[config.mk]
export PLATFORM = sky130hd
export DESIGN_NAME = gate_actuator_timeout_retry_fsm
export DESIGN_NICKNAME = d
export VERILOG_FILES = /design/src/rtl/gat_pkg.sv /design/src/rtl/gat_ctrl.sv /design/src/rtl/gat_datapath.sv /design/src/rtl/gate_actuator_timeout_retry_fsm.sv
export SDC_FILE = /design/constraint.sdc
export NUM_CORES = 1
export LEC_CHECK = 0
export ABC_AREA = 0
export BUFFER_PORTS_ARGS = -buffer_cell sky130_fd_sc_hd__clkbuf_2
export CAP_MARGIN = 25
export CORE_MARGIN = 4
export CORE_UTILIZATION = 60
export CTS_BUF_LIST = sky130_fd_sc_hd__clkbuf_8
export CTS_CLUSTER_DIAMETER = 50
export CTS_CLUSTER_SIZE = 16
export DETAILED_ROUTE_END_ITERATION = 10
export GPL_ROUTABILITY_DRIVEN = 0
export PLACE_DENSITY = 0.86
export SYNTH_ARGS = -nofsm -noshare
export SYNTH_HDL_FRONTEND = slang
export SYNTH_SLANG_ARGS = --single-unit
export TNS_END_PERCENT = 30
[constraint.sdc]
create_clock -name clk -period 9.6 [get_ports clk]
set_input_delay 0.96 -clock clk [delete_from_list [all_inputs] [get_ports clk]]
set_output_delay 0.96 -clock clk [all_outputs]
set_load 0.1 [all_outputs]
[src/rtl/gat_pkg.sv]
// Shared types, codes and constants for the gate actuator supervisor.
`timescale 1ns / 1ps
`default_nettype none
package gat_pkg;

    // Number of gates whose state is kept; range 1 to 32.
    localparam int NUM_GATES = 10;
    // Gates that have switch inputs and appear in the result fields.
    localparam int IO_GATES = 10;
    localparam int IDX_W = (NUM_GATES > 1) ? $clog2(NUM_GATES) : 1;
    // The active count never exceeds what the 4-bit gate_count can hold.
    localparam int ACTIVE_CAP = (NUM_GATES > 15) ? 15 : NUM_GATES;
    localparam int STATES_W = 3 * IO_GATES;

    localparam logic [3:0] GATE_COUNT_RESET = 4'd10;
    localparam logic [15:0] MOVE_TIMEOUT_RESET = 16'd10000;
    localparam logic [1:0] RETRY_LIMIT_RESET = 2'd3;

    typedef enum logic [2:0] {
        MODE_IDLE = 3'd0,
        MODE_OPENING = 3'd1,
        MODE_CLOSING = 3'd2,
        MODE_OPEN = 3'd3,
        MODE_CLOSED = 3'd4,
        MODE_ERROR = 3'd5
    } gate_mode_t;

    typedef enum logic [1:0] {
        CMD_SWEEP = 2'd0,
        CMD_OPEN = 2'd1,
        CMD_CLOSE = 2'd2,
        CMD_QUERY = 2'd3
    } cmd_t;

    typedef enum logic [1:0] {
        SENSE_UNKNOWN = 2'd0,
        SENSE_OPEN = 2'd1,
        SENSE_CLOSED = 2'd2
    } sense_t;

    typedef enum logic [1:0] {
        CFG_GATE_COUNT = 2'd0,
        CFG_MOVE_TIMEOUT = 2'd1,
        CFG_RETRY_LIMIT = 2'd2
    } cfg_idx_t;

    typedef enum logic [1:0] {
        ST_IDLE,
        ST_STEP,
        ST_PUBLISH
    } ctrl_state_t;

    typedef struct packed {
        logic load;
        logic step;
        logic publish;
    } ctrl_cmd_t;

    typedef struct packed {
        logic is_sweep;
        logic sweep_empty;
        logic last;
    } dp_status_t;

endpackage
`default_nettype wire

[src/rtl/gat_ctrl.sv]
// Controller state machine that sequences load, per-gate steps and publish.
`timescale 1ns / 1ps
`default_nettype none
module gat_ctrl (
    input  wire logic               clk,
    input  wire logic               rst_n,
    input  wire logic               start,
    input  wire gat_pkg::dp_status_t status,
    output gat_pkg::ctrl_cmd_t      ctrl,
    output logic                    busy
);
    import gat_pkg::*;

    ctrl_state_t state_reg;
    ctrl_state_t state_next;

    always_ff @(posedge clk or negedge rst_n)
    begin
        if (!rst_n)
        begin
            state_reg <= ST_IDLE;
        end
        else
        begin
            state_reg <= state_next;
        end
    end

    always_comb
    begin
        state_next = state_reg;
        unique case (state_reg)
            ST_IDLE:
            begin
                if (start)
                begin
                    state_next = ST_STEP;
                end
            end
            ST_STEP:
            begin
                // A single command takes one step; a sweep ends on its last gate, or at once when no gate is active.
                if (!status.is_sweep || status.sweep_empty || status.last)
                begin
                    state_next = ST_PUBLISH;
                end
            end
            ST_PUBLISH:
            begin
                state_next = ST_IDLE;
            end
            default:
            begin
                state_next = ST_IDLE;
            end
        endcase
    end

    always_comb
    begin
        ctrl = '0;
        busy = 1'b1;
        unique case (state_reg)
            ST_IDLE:
            begin
                busy = 1'b0;
                ctrl.load = start;
            end
            ST_STEP:
            begin
                ctrl.step = !(status.is_sweep && status.sweep_empty);
            end
            ST_PUBLISH:
            begin
                ctrl.publish = 1'b1;
            end
            default:
            begin
                busy = 1'b1;
            end
        endcase
    end

endmodule
`default_nettype wire

[src/rtl/gat_datapath.sv]
// Datapath: configuration, per-gate state registers, step logic and result registers.
`timescale 1ns / 1ps
`default_nettype none
module gat_datapath (
    input  wire logic                          clk,
    input  wire logic                          rst_n,
    input  wire gat_pkg::ctrl_cmd_t            ctrl,
    output gat_pkg::dp_status_t                status,
    input  wire logic                          cfg_valid,
    input  wire logic [1:0]                    cfg_index,
    input  wire logic [15:0]                   cfg_data,
    input  wire logic [1:0]                    command,
    input  wire logic [3:0]                    gate_number,
    input  wire logic [31:0]                   now_ms,
    input  wire logic [gat_pkg::IO_GATES-1:0]  open_switch_levels,
    input  wire logic [gat_pkg::IO_GATES-1:0]  closed_switch_levels,
    output logic                               result_valid,
    output logic [gat_pkg::STATES_W-1:0]       gate_states,
    output logic [gat_pkg::IO_GATES-1:0]       drive_mask,
    output logic [gat_pkg::IO_GATES-1:0]       drive_toward_open,
    output logic [1:0]                         sensed_position
);
    import gat_pkg::*;

    logic [3:0] gate_count_reg;
    logic [15:0] move_timeout_reg;
    logic [1:0] retry_limit_reg;

    gate_mode_t mode_reg [NUM_GATES];
    logic [31:0] start_reg [NUM_GATES];
    logic [1:0] retry_reg [NUM_GATES];

    cmd_t cmd_reg;
    logic [3:0] num_reg;
    logic [31:0] now_reg;
    logic [IO_GATES-1:0] open_lv_reg;
    logic [IO_GATES-1:0] closed_lv_reg;
    logic [3:0] idx_reg;
    logic [IO_GATES-1:0] mask_reg;
    logic [IO_GATES-1:0] dir_reg;
    sense_t sensed_reg;
    logic valid_reg;
    logic [STATES_W-1:0] states_reg;

    logic [3:0] active;
    logic in_range;
    logic [3:0] gate_idx;
    logic [3:0] sel;
    logic [IDX_W-1:0] sel_idx;
    logic sel_io;
    gate_mode_t cur_mode;
    logic [31:0] cur_start;
    logic [1:0] cur_retry;
    logic [31:0] elapsed;
    logic timed_out;
    logic open_hit;
    logic closed_hit;
    gate_mode_t mode_next;
    logic [31:0] start_next;
    logic [1:0] retry_next;
    logic drive;
    logic toward;
    sense_t sensed_next;
    logic [IO_GATES-1:0] mask_next;
    logic [IO_GATES-1:0] dir_next;
    logic [STATES_W-1:0] states_w;

    // Configuration registers.
    always_ff @(posedge clk or negedge rst_n)
    begin
        if (!rst_n)
        begin
            gate_count_reg <= GATE_COUNT_RESET;
            move_timeout_reg <= MOVE_TIMEOUT_RESET;
            retry_limit_reg <= RETRY_LIMIT_RESET;
        end
        else if (cfg_valid)
        begin
            unique case (cfg_idx_t'(cfg_index))
                CFG_GATE_COUNT: gate_count_reg <= cfg_data[3:0];
                CFG_MOVE_TIMEOUT: move_timeout_reg <= cfg_data;
                CFG_RETRY_LIMIT: retry_limit_reg <= cfg_data[1:0];
                default: ;
            endcase
        end
    end

    assign active = (gate_count_reg < 4'(ACTIVE_CAP)) ? gate_count_reg : 4'(ACTIVE_CAP);
    assign in_range = (num_reg != 4'd0) && (num_reg <= active);
    assign gate_idx = in_range ? 4'(num_reg - 4'd1) : 4'd0;

    assign status.is_sweep = (cmd_reg == CMD_SWEEP);
    assign status.sweep_empty = (active == 4'd0);
    assign status.last = (4'(idx_reg + 4'd1) == active);

    // Everything below works on one gate: the sweep position or the addressed gate.
    assign sel = (cmd_reg == CMD_SWEEP) ? idx_reg : gate_idx;
    assign sel_idx = IDX_W'(sel);
    assign sel_io = (sel < 4'(IO_GATES));
    assign cur_mode = mode_reg[sel_idx];
    assign cur_start = start_reg[sel_idx];
    assign cur_retry = retry_reg[sel_idx];
    assign elapsed = now_reg - cur_start;
    assign timed_out = elapsed > {16'd0, move_timeout_reg};
    assign open_hit = sel_io && !open_lv_reg[sel];
    assign closed_hit = sel_io && !closed_lv_reg[sel];

    always_comb
    begin
        mode_next = cur_mode;
        start_next = cur_start;
        retry_next = cur_retry;
        drive = 1'b0;
        toward = 1'b0;
        sensed_next = sensed_reg;
        unique case (cmd_reg)
            CMD_SWEEP:
            begin
                if (cur_mode == MODE_OPENING || cur_mode == MODE_CLOSING)
                begin
                    priority if (timed_out)
                    begin
                        if (cur_retry < retry_limit_reg)
                        begin
                            retry_next = 2'(cur_retry + 2'd1);
                            start_next = now_reg;
                            drive = 1'b1;
                            toward = (cur_mode == MODE_OPENING);
                        end
                        else
                        begin
                            mode_next = MODE_ERROR;
                        end
                    end
                    else if (cur_mode == MODE_OPENING && open_hit)
                    begin
                        mode_next = MODE_OPEN;
                    end
                    else if (cur_mode == MODE_CLOSING && closed_hit)
                    begin
                        mode_next = MODE_CLOSED;
                    end
                    else
                    begin
                        // Still moving within its time: nothing changes.
                        mode_next = cur_mode;
                    end
                end
            end
            CMD_OPEN:
            begin
                if (in_range && (cur_mode == MODE_CLOSED || cur_mode == MODE_ERROR))
                begin
                    mode_next = MODE_OPENING;
                    start_next = now_reg;
                    retry_next = 2'd0;
                    drive = 1'b1;
                    toward = 1'b1;
                end
            end
            CMD_CLOSE:
            begin
                if (in_range && (cur_mode == MODE_OPEN || cur_mode == MODE_ERROR))
                begin
                    mode_next = MODE_CLOSING;
                    start_next = now_reg;
                    retry_next = 2'd0;
                    drive = 1'b1;
                end
            end
            CMD_QUERY:
            begin
                if (in_range)
                begin
                    priority if (open_hit)
                    begin
                        sensed_next = SENSE_OPEN;
                    end
                    else if (closed_hit)
                    begin
                        sensed_next = SENSE_CLOSED;
                    end
                    else
                    begin
                        sensed_next = sensed_reg;
                    end
                end
            end
            default: ;
        endcase
    end

    always_comb
    begin
        mask_next = mask_reg;
        dir_next = dir_reg;
        if (drive && sel_io)
        begin
            mask_next[sel] = 1'b1;
            dir_next[sel] = toward;
        end
    end

    always_ff @(posedge clk or negedge rst_n)
    begin
        if (!rst_n)
        begin
            for (int i = 0; i < NUM_GATES; i++)
            begin
                mode_reg[i] <= MODE_CLOSED;
            end
        end
        else if (ctrl.step)
        begin
            mode_reg[sel_idx] <= mode_next;
        end
    end

    always_ff @(posedge clk)
    begin
        if (ctrl.step)
        begin
            start_reg[sel_idx] <= start_next;
            retry_reg[sel_idx] <= retry_next;
        end
    end

    // Item capture and per-item accumulators.
    always_ff @(posedge clk)
    begin
        if (ctrl.load)
        begin
            cmd_reg <= cmd_t'(command);
            num_reg <= gate_number;
            now_reg <= now_ms;
            open_lv_reg <= open_switch_levels;
            closed_lv_reg <= closed_switch_levels;
            idx_reg <= 4'd0;
            mask_reg <= '0;
            dir_reg <= '0;
            sensed_reg <= SENSE_UNKNOWN;
        end
        else if (ctrl.step)
        begin
            idx_reg <= 4'(idx_reg + 4'd1);
            mask_reg <= mask_next;
            dir_reg <= dir_next;
            sensed_reg <= sensed_next;
        end
    end

    genvar gi;
    generate
        for (gi = 0; gi < IO_GATES; gi++)
        begin : g_states
            if (gi < NUM_GATES)
            begin : g_kept
                assign states_w[3*gi +: 3] = mode_reg[gi];
            end
            else
            begin : g_absent
                assign states_w[3*gi +: 3] = 3'd0;
            end
        end
    endgenerate

    always_ff @(posedge clk)
    begin
        if (ctrl.publish)
        begin
            states_reg <= states_w;
        end
    end

    always_ff @(posedge clk or negedge rst_n)
    begin
        if (!rst_n)
        begin
            valid_reg <= 1'b0;
        end
        else
        begin
            valid_reg <= ctrl.publish;
        end
    end

    assign result_valid = valid_reg;
    assign gate_states = states_reg;
    assign drive_mask = mask_reg;
    assign drive_toward_open = dir_reg;
    assign sensed_position = sensed_reg;

endmodule
`default_nettype wire

[src/rtl/gate_actuator_timeout_retry_fsm.sv]
// Top level of the gate actuator supervisor with move timeout and retry.
// An item is taken when start is high and busy is low. A query, open or close
// command takes a single step, then the controller passes through publish to the
// registered result strobe; a service sweep steps through the active gates one per
// cycle in the per-gate state registers before it publishes its result, and busy
// falls in the strobe cycle so the next item can be taken there. result_valid is
// high for exactly one cycle; gate_states holds until the next result, while
// drive_mask, drive_toward_open and sensed_position are valid only in the strobe
// cycle. The receiver cannot stall. Configuration writes are always ready and
// must be issued only while the block is idle.
`timescale 1ns / 1ps
`default_nettype none
module gate_actuator_timeout_retry_fsm (
    input  wire logic                          clk,
    input  wire logic                          rst_n,
    input  wire logic                          start,
    output logic                               busy,
    input  wire logic [1:0]                    command,
    input  wire logic [3:0]                    gate_number,
    input  wire logic [31:0]                   now_ms,
    input  wire logic [gat_pkg::IO_GATES-1:0]  open_switch_levels,
    input  wire logic [gat_pkg::IO_GATES-1:0]  closed_switch_levels,
    output logic                               result_valid,
    output logic [gat_pkg::STATES_W-1:0]       gate_states,
    output logic [gat_pkg::IO_GATES-1:0]       drive_mask,
    output logic [gat_pkg::IO_GATES-1:0]       drive_toward_open,
    output logic [1:0]                         sensed_position,
    input  wire logic                          cfg_valid,
    output logic                               cfg_ready,
    input  wire logic [1:0]                    cfg_index,
    input  wire logic [15:0]                   cfg_data
);
    import gat_pkg::*;

    ctrl_cmd_t ctrl;
    dp_status_t status;

    assign cfg_ready = 1'b1;

    gat_ctrl u_ctrl (
        .clk    (clk),
        .rst_n  (rst_n),
        .start  (start),
        .status (status),
        .ctrl   (ctrl),
        .busy   (busy)
    );

    gat_datapath u_datapath (
        .clk                  (clk),
        .rst_n                (rst_n),
        .ctrl                 (ctrl),
        .status               (status),
        .cfg_valid            (cfg_valid),
        .cfg_index            (cfg_index),
        .cfg_data             (cfg_data),
        .command              (command),
        .gate_number          (gate_number),
        .now_ms               (now_ms),
        .open_switch_levels   (open_switch_levels),
        .closed_switch_levels (closed_switch_levels),
        .result_valid         (result_valid),
        .gate_states          (gate_states),
        .drive_mask           (drive_mask),
        .drive_toward_open    (drive_toward_open),
        .sensed_position      (sensed_position)
    );

`ifndef NO_ASSERTIONS
    // The result strobe falls in the cycle where the controller is back to idle.
    a_strobe_idle: assert property (@(posedge clk) disable iff (!rst_n)
        result_valid |-> !busy)
        else $error("result strobe while busy");

    // An accepted item always starts work in the next cycle.
    a_accept_busy: assert property (@(posedge clk) disable iff (!rst_n)
        (start && !busy) |=> busy)
        else $error("accepted item did not raise busy");

    // One result per item: strobes never come in adjacent cycles.
    a_single_strobe: assert property (@(posedge clk) disable iff (!rst_n)
        result_valid |=> !result_valid)
        else $error("result strobe lasted more than one cycle");

    // A drive direction is only reported for a driven gate.
    a_dir_in_mask: assert property (@(posedge clk) disable iff (!rst_n)
        result_valid |-> ((drive_toward_open & ~drive_mask) == '0))
        else $error("drive direction set for a gate that is not driven");
`endif

endmodule
`default_nettype wire

### After elaboration in Yosys (flattened, before gate mapping)

Memories as Yosys holds them, arrays and structs flattened.
Cells that the tools add are included.

* register bits: 169
* RAM bits: 340
* bits of input ports: 80
* output and inout bits: 55
* word-level logic and storage cells: 146
* memories kept: 2

Memory list
* u_datapath.start_reg: words 10, width 32, read ports 1, clocked after memory_dff 0, write ports 1, RTL line gat_datapath.sv:30 `logic [31:0] start_reg [NUM_GATES];`
* u_datapath.retry_reg: words 10, width 2, read ports 1, clocked after memory_dff 0, write ports 1, RTL line gat_datapath.sv:31 `logic [1:0] retry_reg [NUM_GATES];`

* add/subtract/negate cells: 4
* $lt $le $gt $ge: 9
* eq/ne operators: 15
* muxes and demuxes: 57
* bitwise operators: 2
* reductions and logical operators: 32

Operator list (count)
* $mux W32: 5
* $pmux W32 S3: 1
* $gt A32 B16 Y1: 1
* $sub A32 B32 Y32: 1
* $bwmux W30: 1
* $mux W3: 10
* $mux W2: 9
* $mux W1: 17
* $bmux W3 S4: 1
* $demux W3 S4: 1
* $mux W4: 3
* $logic_and A1 B1 Y1: 11
* $bwmux W10: 1
* $or A10 B10 Y10: 1
* $reduce_and A2 Y1: 5
* $pmux W3 S3: 1
* $bmux W1 S4: 2
* $eq A2 B2 Y1 const B: 4
* $lt A4 B4 Y1 const B: 2
* $eq A2 B1 Y1 const B: 3
* $eq A3 B2 Y1 const B: 2
* $eq A3 B3 Y1 const B: 2
* $logic_not A2 Y1: 3
* $pmux W2 S3: 1
* 24 further kinds: 31

### Logic depth before layout (Yosys ltp)

Gate-level depths: netlist of run 1.

* depth after elaboration: 18
* depth in mapped cells: 45
* depth with buffers taken out: 38

### By module

From an unflattened synthesis of run 1, not the netlist that was laid out.

* cells, all modules: 2063
* area total of the unflattened synthesis: 23825.4 um^2

By module, submodules not included
* gat_datapath: instances 1, cells each 2050, area an instance 23707.7 um^2, seq. area each 14722.9 um^2
* gat_ctrl: instances 1, cells each 11, area an instance 106.4 um^2, seq. area each 50.0 um^2
* gate_actuator_timeout_retry_fsm: instances 1, cells each 2, area an instance 11.3 um^2, seq. area each 0.0 um^2

### Worst setup path after synthesis of run 1

OpenSTA, ideal clock, no wires.

* kind: reg2reg
* start: register u_datapath.gate_count_reg[3]
* end: memory u_datapath.start_reg[0][6], data pin
* setup time: 284 ps
* data arrival time: 8106 ps
* required time: 9316 ps
* path slack: 1210 ps
* stages on the path, launching flop included: 41
* buffers on the path: 8
* clock period less this slack: 8390 ps
* cells stage by stage: dfstp_2 a21oi_1 ha_1 nor2b_4 o2111a_2 buf_6 o31ai_2 buf_4 clkbuf_1 clkbuf_1 buf_1 clkbuf_1 nand3_1 a31oi_1 ha_1 a21o_1 nor4_1 o22ai_1 (+5 left out) xnor2_1 ha_1 a41oi_1 o21ai_0 a21o_1 a21oi_1 nor2_1 a211oi_1 o211ai_1 nand2_1 o2111ai_1 a2111oi_2 and4_1 and3b_4 o21ai_2 buf_4 buf_2 o21ai_0

* word-level cells in the longest chain between the ends: 15
* elaborated cells between the ends (all ways): 31
* those cells by class: 1 x add/sub; 4 x order compare; 5 x eq/ne; 12 x mux; 1 x bitwise; 6 x reduce/logical; 2 x memory

Ends and longest elaborated chain
* start, declared: RTL line gat_datapath.sv:25 `logic [3:0] gate_count_reg;`
* start signal, assigned: RTL line gat_datapath.sv:80 `CFG_GATE_COUNT: gate_count_reg <= cfg_data[3:0];`
* $lt A4 B4 Y1: RTL line gat_datapath.sv:88 `assign active = (gate_count_reg < 4'(ACTIVE_CAP)) ? gate_count_reg : 4'(ACTIVE_CAP);`
* $mux W4 *: RTL line gat_datapath.sv:88
* $le A4 B4 Y1 *: RTL line gat_datapath.sv:89 `assign in_range = (num_reg != 4'd0) && (num_reg <= active);`
* $logic_and A1 B1 Y1 *: RTL line gat_datapath.sv:89
* parallel branches: the longest is 10 deep, another holds $mem_v2 Z10 W32
* $pmux W32 S3 *: RTL line gat_datapath.sv:116 `unique case (cmd_reg)`
* named net u_datapath.start_next[6]: RTL line gat_datapath.sv:59 `logic [31:0] start_next;`
* end, declared: RTL line gat_datapath.sv:30

Mark *: on every way through the listed nets, which the timed path passes. The select of a mux whose other input is x is not followed.

### Worst setup path in the final report of run 1

* start: register u_datapath.gate_count_reg[3]
* end: memory u_datapath.start_reg[3][31], data pin

Same word-level chain as after synthesis.

==> results of run 1 <==
-- stage by stage --
step	cell area, um2	worst slack, ns	TNS (ns)	hold WS (ns)	utilization [%]
3_5_place_dp	24700	0.580	0	0.440	63.9
4_1_cts	25600	0.590	0	0.434	66.3
3_3_place_gp	24700	0.990	0	0.435	63.8
6_report	25600	0.320	0	0.449	66.4
2_1_floorplan	23500	1.21	0	0.443	-
5_1_grt	25600	-0.184	-11.52	0.454	66.4
-- cell families after synthesis --
logic type,synth area share (%)
AOI/OAI and AO/OA,10.9
other,0.0160
xor gates and xnor gates,1.19
buffers and inverters,2.70
adders and majority gates,2.91
muxes,4.38
and+or+nand+nor,14.9
DFF,63.0
-- cells in the final DEF, fill, tap and decap left out, drive strengths merged, types with 17 or more instances in the layout --
cell / count
o21ai: 95
a21o: 34
a31oi: 37
ha: 53
nand2: 402
nor2: 55
mux2: 42
nor3: 21
nand4: 22
clkbuf: 182
dfstp: 19
inv: 77
edfxtp: 428
xnor2: 18
dfxtp: 26
and2: 17
nand3: 182
a21oi: 84
a211oi: 26
buf: 37
mux2i: 55
dfrtp: 36
-- layer usage --
layer / track usage [%] / part of all wire, %
met5: 0 / 0
met4: 11.9 / 4.4
met3: 5.47 / 10
met2: 45.7 / 48
met1: 37.4 / 37
-- final timing paths --
kind	start	endpoint	slack [ns]	cells past startpoint
max	u_datapath.gate_count_reg[3]$_DFFE_PN1P_	u_datapath.start_reg[3][31]$_DFFE_PP_	0.32	35
min	rst_n	u_datapath.mode_reg[0]$_DFFE_PN0P_	0.45	2
max reg2reg	u_datapath.gate_count_reg[3]$_DFFE_PN1P_	u_datapath.start_reg[3][31]$_DFFE_PP_	0.32	35
min reg2reg	u_datapath.drive_mask[6]$_SDFFE_PP0P_	u_datapath.drive_mask[6]$_SDFFE_PP0P_	0.46	2
max in group asynchronous	rst_n	u_datapath.move_timeout_reg[15]$_DFFE_PN0P_	8.63	2
min in group clk	u_datapath.drive_mask[6]$_SDFFE_PP0P_	u_datapath.drive_mask[6]$_SDFFE_PP0P_	0.46	2
-- cell type report --
type                       count  area, um2
clock buffer                  49        674
clock inverter                26        255
fill                        2712      13000
inverter                      62        234
multi-input combinational   1319       8110
sequential                   509      14800
tap                          518        648
timing repair buffer         170        951
==> flow_summary.toml, run 1 <==
[grt]
grt_pass1_vias = 16600
antenna_found_initial = 0
grt_overflow = 0
grt_max_degree = 86
grt_pass1_wl_um = 91800
grtUsageTotal_pct = 28.1

[placed_design]
place_inst = 2578
io_buffers = 133
hpwl_um = 38100

[clock_tree]
numClockSinks = 509
clockRootBuffer = "clkbuf_8"
post_cts_buffers = 0
cts_buffers = 44
clk_pin_slew_worst_paths_ns = 0.10
cts_tree = "done"
clk_latency_ns = 0.66
ctsHoldBuffers = 0
cts_resized = 0
cts-htree-levels = 2
clockBufferDepth = 3

[timing]
post-route-period-util_pct = 96.7
min_period_ns = 9.28
clock_skew_ns = 0.0417
setup_viol = 0
relSlewSlack_pct = 28.2
finalHoldViolCount = 0
worst_pin_slew_ns = 1.07
max_freq_ghz = 0.108
finalMaxSlewViolations = 0
rsz0062_at_grt = "yes"

[die]
start_util_pct = 60.7
ios = 135
die_area_mm2 = 0.0423
row_count = 72
die_h_um = 206
die_x_um = 206
core_mm2 = 0.0386

[final_layout]
fin_nets = 2240
drive_gt1_share_pct = 16.8
fin_cells = 2653
num_antenna_cells = 0
syn2layout_area_growth_pct = 9.33
largest_register_ff_count = 320

[critical_path]
critPathKind = "register to register"
path_buf_inv = 1
crit_arrival_ns = 9.57
start_kind = "register"
worst_ep_required_time_ns = 9.89
cpMostUsedCell = "nand2_1"
cp_max_fo = 34
critical_path.top_delay_family = "compound AO/OA/AOI/OAI gates"
critPathMaxStageDelay_ns = 0.94
end_kind = "register"
cp_slowest_cell = "o21ai_0"

[detailed_routing]
drt-pass1-iter-count = 6
wl_per_cell_um = 22.8
drc = 0
vias = 17000
routed_via_density = 6.40
drt-initial-drc-count = 1986
ant_nets = 0
drt_wl_total_um = 60500

[yosys]
yosysWarnings = 0
syn-num-nets = 2118
ys_seq_elements = 509
synth_common_cells = "428 x edfxtp_1, 401 x nand2_1, 182 x nand3_1, 83 x a21oi_1, 69 x o21ai_0"
syn_avg_cell_area_um2 = 11.8
synth_edf_count = 428
synth_most_common_cell = "edfxtp_1"
netlist_instances = 1984
synth_top_cell_by_area = "edfxtp_1"
synth-seq-area-share_pct = 63.0
synth-async-reset-ratio_pct = 10.8
synth_ff_type = "edfxtp_1"
ys_types = 104
netlist_area_mm2 = 0.0235
ys_top_cells_by_area = "edfxtp_1 55%, nand2_1 6.4%, nand3_1 3.9%"
yosysTopAreaCellShare_pct = 54.8

[run]
cap_violations = 0

[outcome]
status = "complete, no violations"

[min_path]
hp-class = "input pin to async pin"
Power of run 1 is not shown: default switching activity piles up to over one toggle a cycle in this logic, so the estimate is an artifact.
==> run 2: changes to the inputs <==
--- a/config.mk
+++ b/config.mk
@@ -6,7 +6,7 @@
 export NUM_CORES = 1
 export LEC_CHECK = 0
 export ABC_AREA = 0
-export BUFFER_PORTS_ARGS = -buffer_cell sky130_fd_sc_hd__clkbuf_2
+export BUFFER_PORTS_ARGS = -buffer_cell sky130_fd_sc_hd__buf_2
 export CAP_MARGIN = 25
 export CORE_MARGIN = 4
 export CORE_UTILIZATION = 60
==> flow_summary.toml, run 2 (synthesis results as in run 1) <==
[critical_path]
end_kind = "register"
cp_max_fo = 46
startpoint = "u_datapath.gate_count_reg[3]$_DFFE_PN1P_"
critical_path.top_delay_family = "compound AO/OA/AOI/OAI gates"
crit_arrival_ns = 9.47
critPathMaxStageDelay_ns = 0.88
r2r_cells = 30
timing.rr.start = "u_datapath.gate_count_reg[3]$_DFFE_PN1P_"
crit_cells = 30
start_kind = "register"
path_buf_inv = 1
critPathKind = "register to register"
worst_ep_required_time_ns = 9.89
cp_slowest_cell = "o21ai_0"

[clock_tree]
clk_latency_ns = 0.66
cts_tree = "done"
cts_buffers = 45
numClockSinks = 509
clockBufferDepth = 3
cts-htree-levels = 2
clockRootBuffer = "clkbuf_8"
post_cts_buffers = 0
ctsHoldBuffers = 0
clk_pin_slew_worst_paths_ns = 0.09
cts_resized = 0

[final_layout]
fin_nets = 2244
drive_gt1_share_pct = 16.7
layout_common_cells = "428 x edfxtp_1, 401 x nand2_1, 182 x nand3_1"
largest_register_ff_count = 320
syn2layout_area_growth_pct = 9.07
final_common_cell = "edfxtp_1"
num_antenna_cells = 0
final.fill_count = 2709

[grt]
grt_pass1_vias = 16200
grt_overflow = 0
grt_max_degree = 56
grt_pass1_wl_um = 89800
grtUsageTotal_pct = 27.5
antenna_found_initial = 0
use_met2_pct = 44.3
use_met3_pct = 5.48
grt-busiest-layer = "met2"
use_met1_pct = 37.2

[detailed_routing]
drt-initial-drc-count = 2031
drt_wl_total_um = 59700
routed_via_density = 6.37
drt-pass1-iter-count = 5
wl_per_cell_um = 22.5
drc = 0
vias = 16900
ant_nets = 0

[die]
ios = 135
die_h_um = 206
die_area_mm2 = 0.0423
row_count = 72
start_util_pct = 60.7
core_mm2 = 0.0386
die_x_um = 206

[placed_design]
dp_slack_ns = 0.588
io_buffers = 133
hpwl_um = 38200

[timing]
tns_ns = 0
finalHoldViolCount = 0
min_period_ns = 9.18
finalMaxSlewViolations = 0
post-route-period-util_pct = 95.6
rsz0062_at_grt = "yes"
timing.hold.ws_ns = 0.443
setup_viol = 0
worst_pin_slew_ns = 1.14
clock_skew_ns = 0.0402
relSlewSlack_pct = 23.1
max_freq_ghz = 0.109
fin_ws_ns = 0.420

[outcome]
status = "complete, no violations"

[min_path]
hp-class = "input pin to async pin"

[run]
cap_violations = 0
==> run 2: changes by cell type in the layout (fill, tap and decap cells not counted), moves of 2 or more <==
cell        before  now
o21ai_0         59   65
buf_2            2  134
o21ai_1         25   23
clkinv_1         0    2
clkinv_4         3    1
clkbuf_2       133    0
buf_4           34   36
inv_6            0    2
clkinvlp_4       0    2
clkbuf_8        49   45
o21ai_2         10    6
bufinv_16        3    0
==> run 2: per-stage QoR <==
step	util (%)	instance area [um2]	std cells
6_report	66.2	25600	2657
5_1_grt	66.2	25600	2657
4_1_cts	66.1	25500	2655
3_5_place_dp	63.9	24700	2579
3_3_place_gp	63.8	24700	2577
2_1_floorplan	-	23500	1984
==> run 2: area by class of cell <==
cell class                 count  area (um2)  share of cell area (%)
clock inverter                31         214                   0.836
tap                          518         648                    2.53
clock buffer                  45         619                    2.42
sequential                   509       14800                    57.7
timing repair buffer         171         968                    3.78
multi-input combinational   1321        8130                    31.8
inverter                      62         234                   0.914
==> run 2: path summary, 6_finish.rpt <==
kind                                                          endpoint  slack, ns
hold reg to reg                  u_datapath.drive_mask[0]$_SDFFE_PP0P_       0.45
min in group clk                 u_datapath.drive_mask[0]$_SDFFE_PP0P_       0.45
hold / removal                     u_datapath.mode_reg[21]$_DFFE_PN0P_       0.44
setup / recovery                 u_datapath.start_reg[8][11]$_DFFE_PP_       0.42
max in group asynchronous  u_datapath.move_timeout_reg[15]$_DFFE_PN0P_       8.64
setup reg to reg                 u_datapath.start_reg[8][11]$_DFFE_PP_       0.42
==> run 2: per-layer routing <==
layer	vias up	routed length (um)
met5	-	0
met4	0	2540
met1	8131	22700
li1	7575	-
met2	1042	28400
met3	185	6030
==> run 2: worst register-to-register path: cells and delay by family (launching register included) <==
family	cells	cell delay (ns)
buffers and inverters	1	0.61
flip-flops	1	0.57
AO/OA/AOI/OAI	20	5.75
AND/OR/NAND/NOR	6	1.06
XOR/XNOR	1	0.19
adder cells (fa/ha/maj)	2	0.66
Power of run 2 is left out for the same reason.
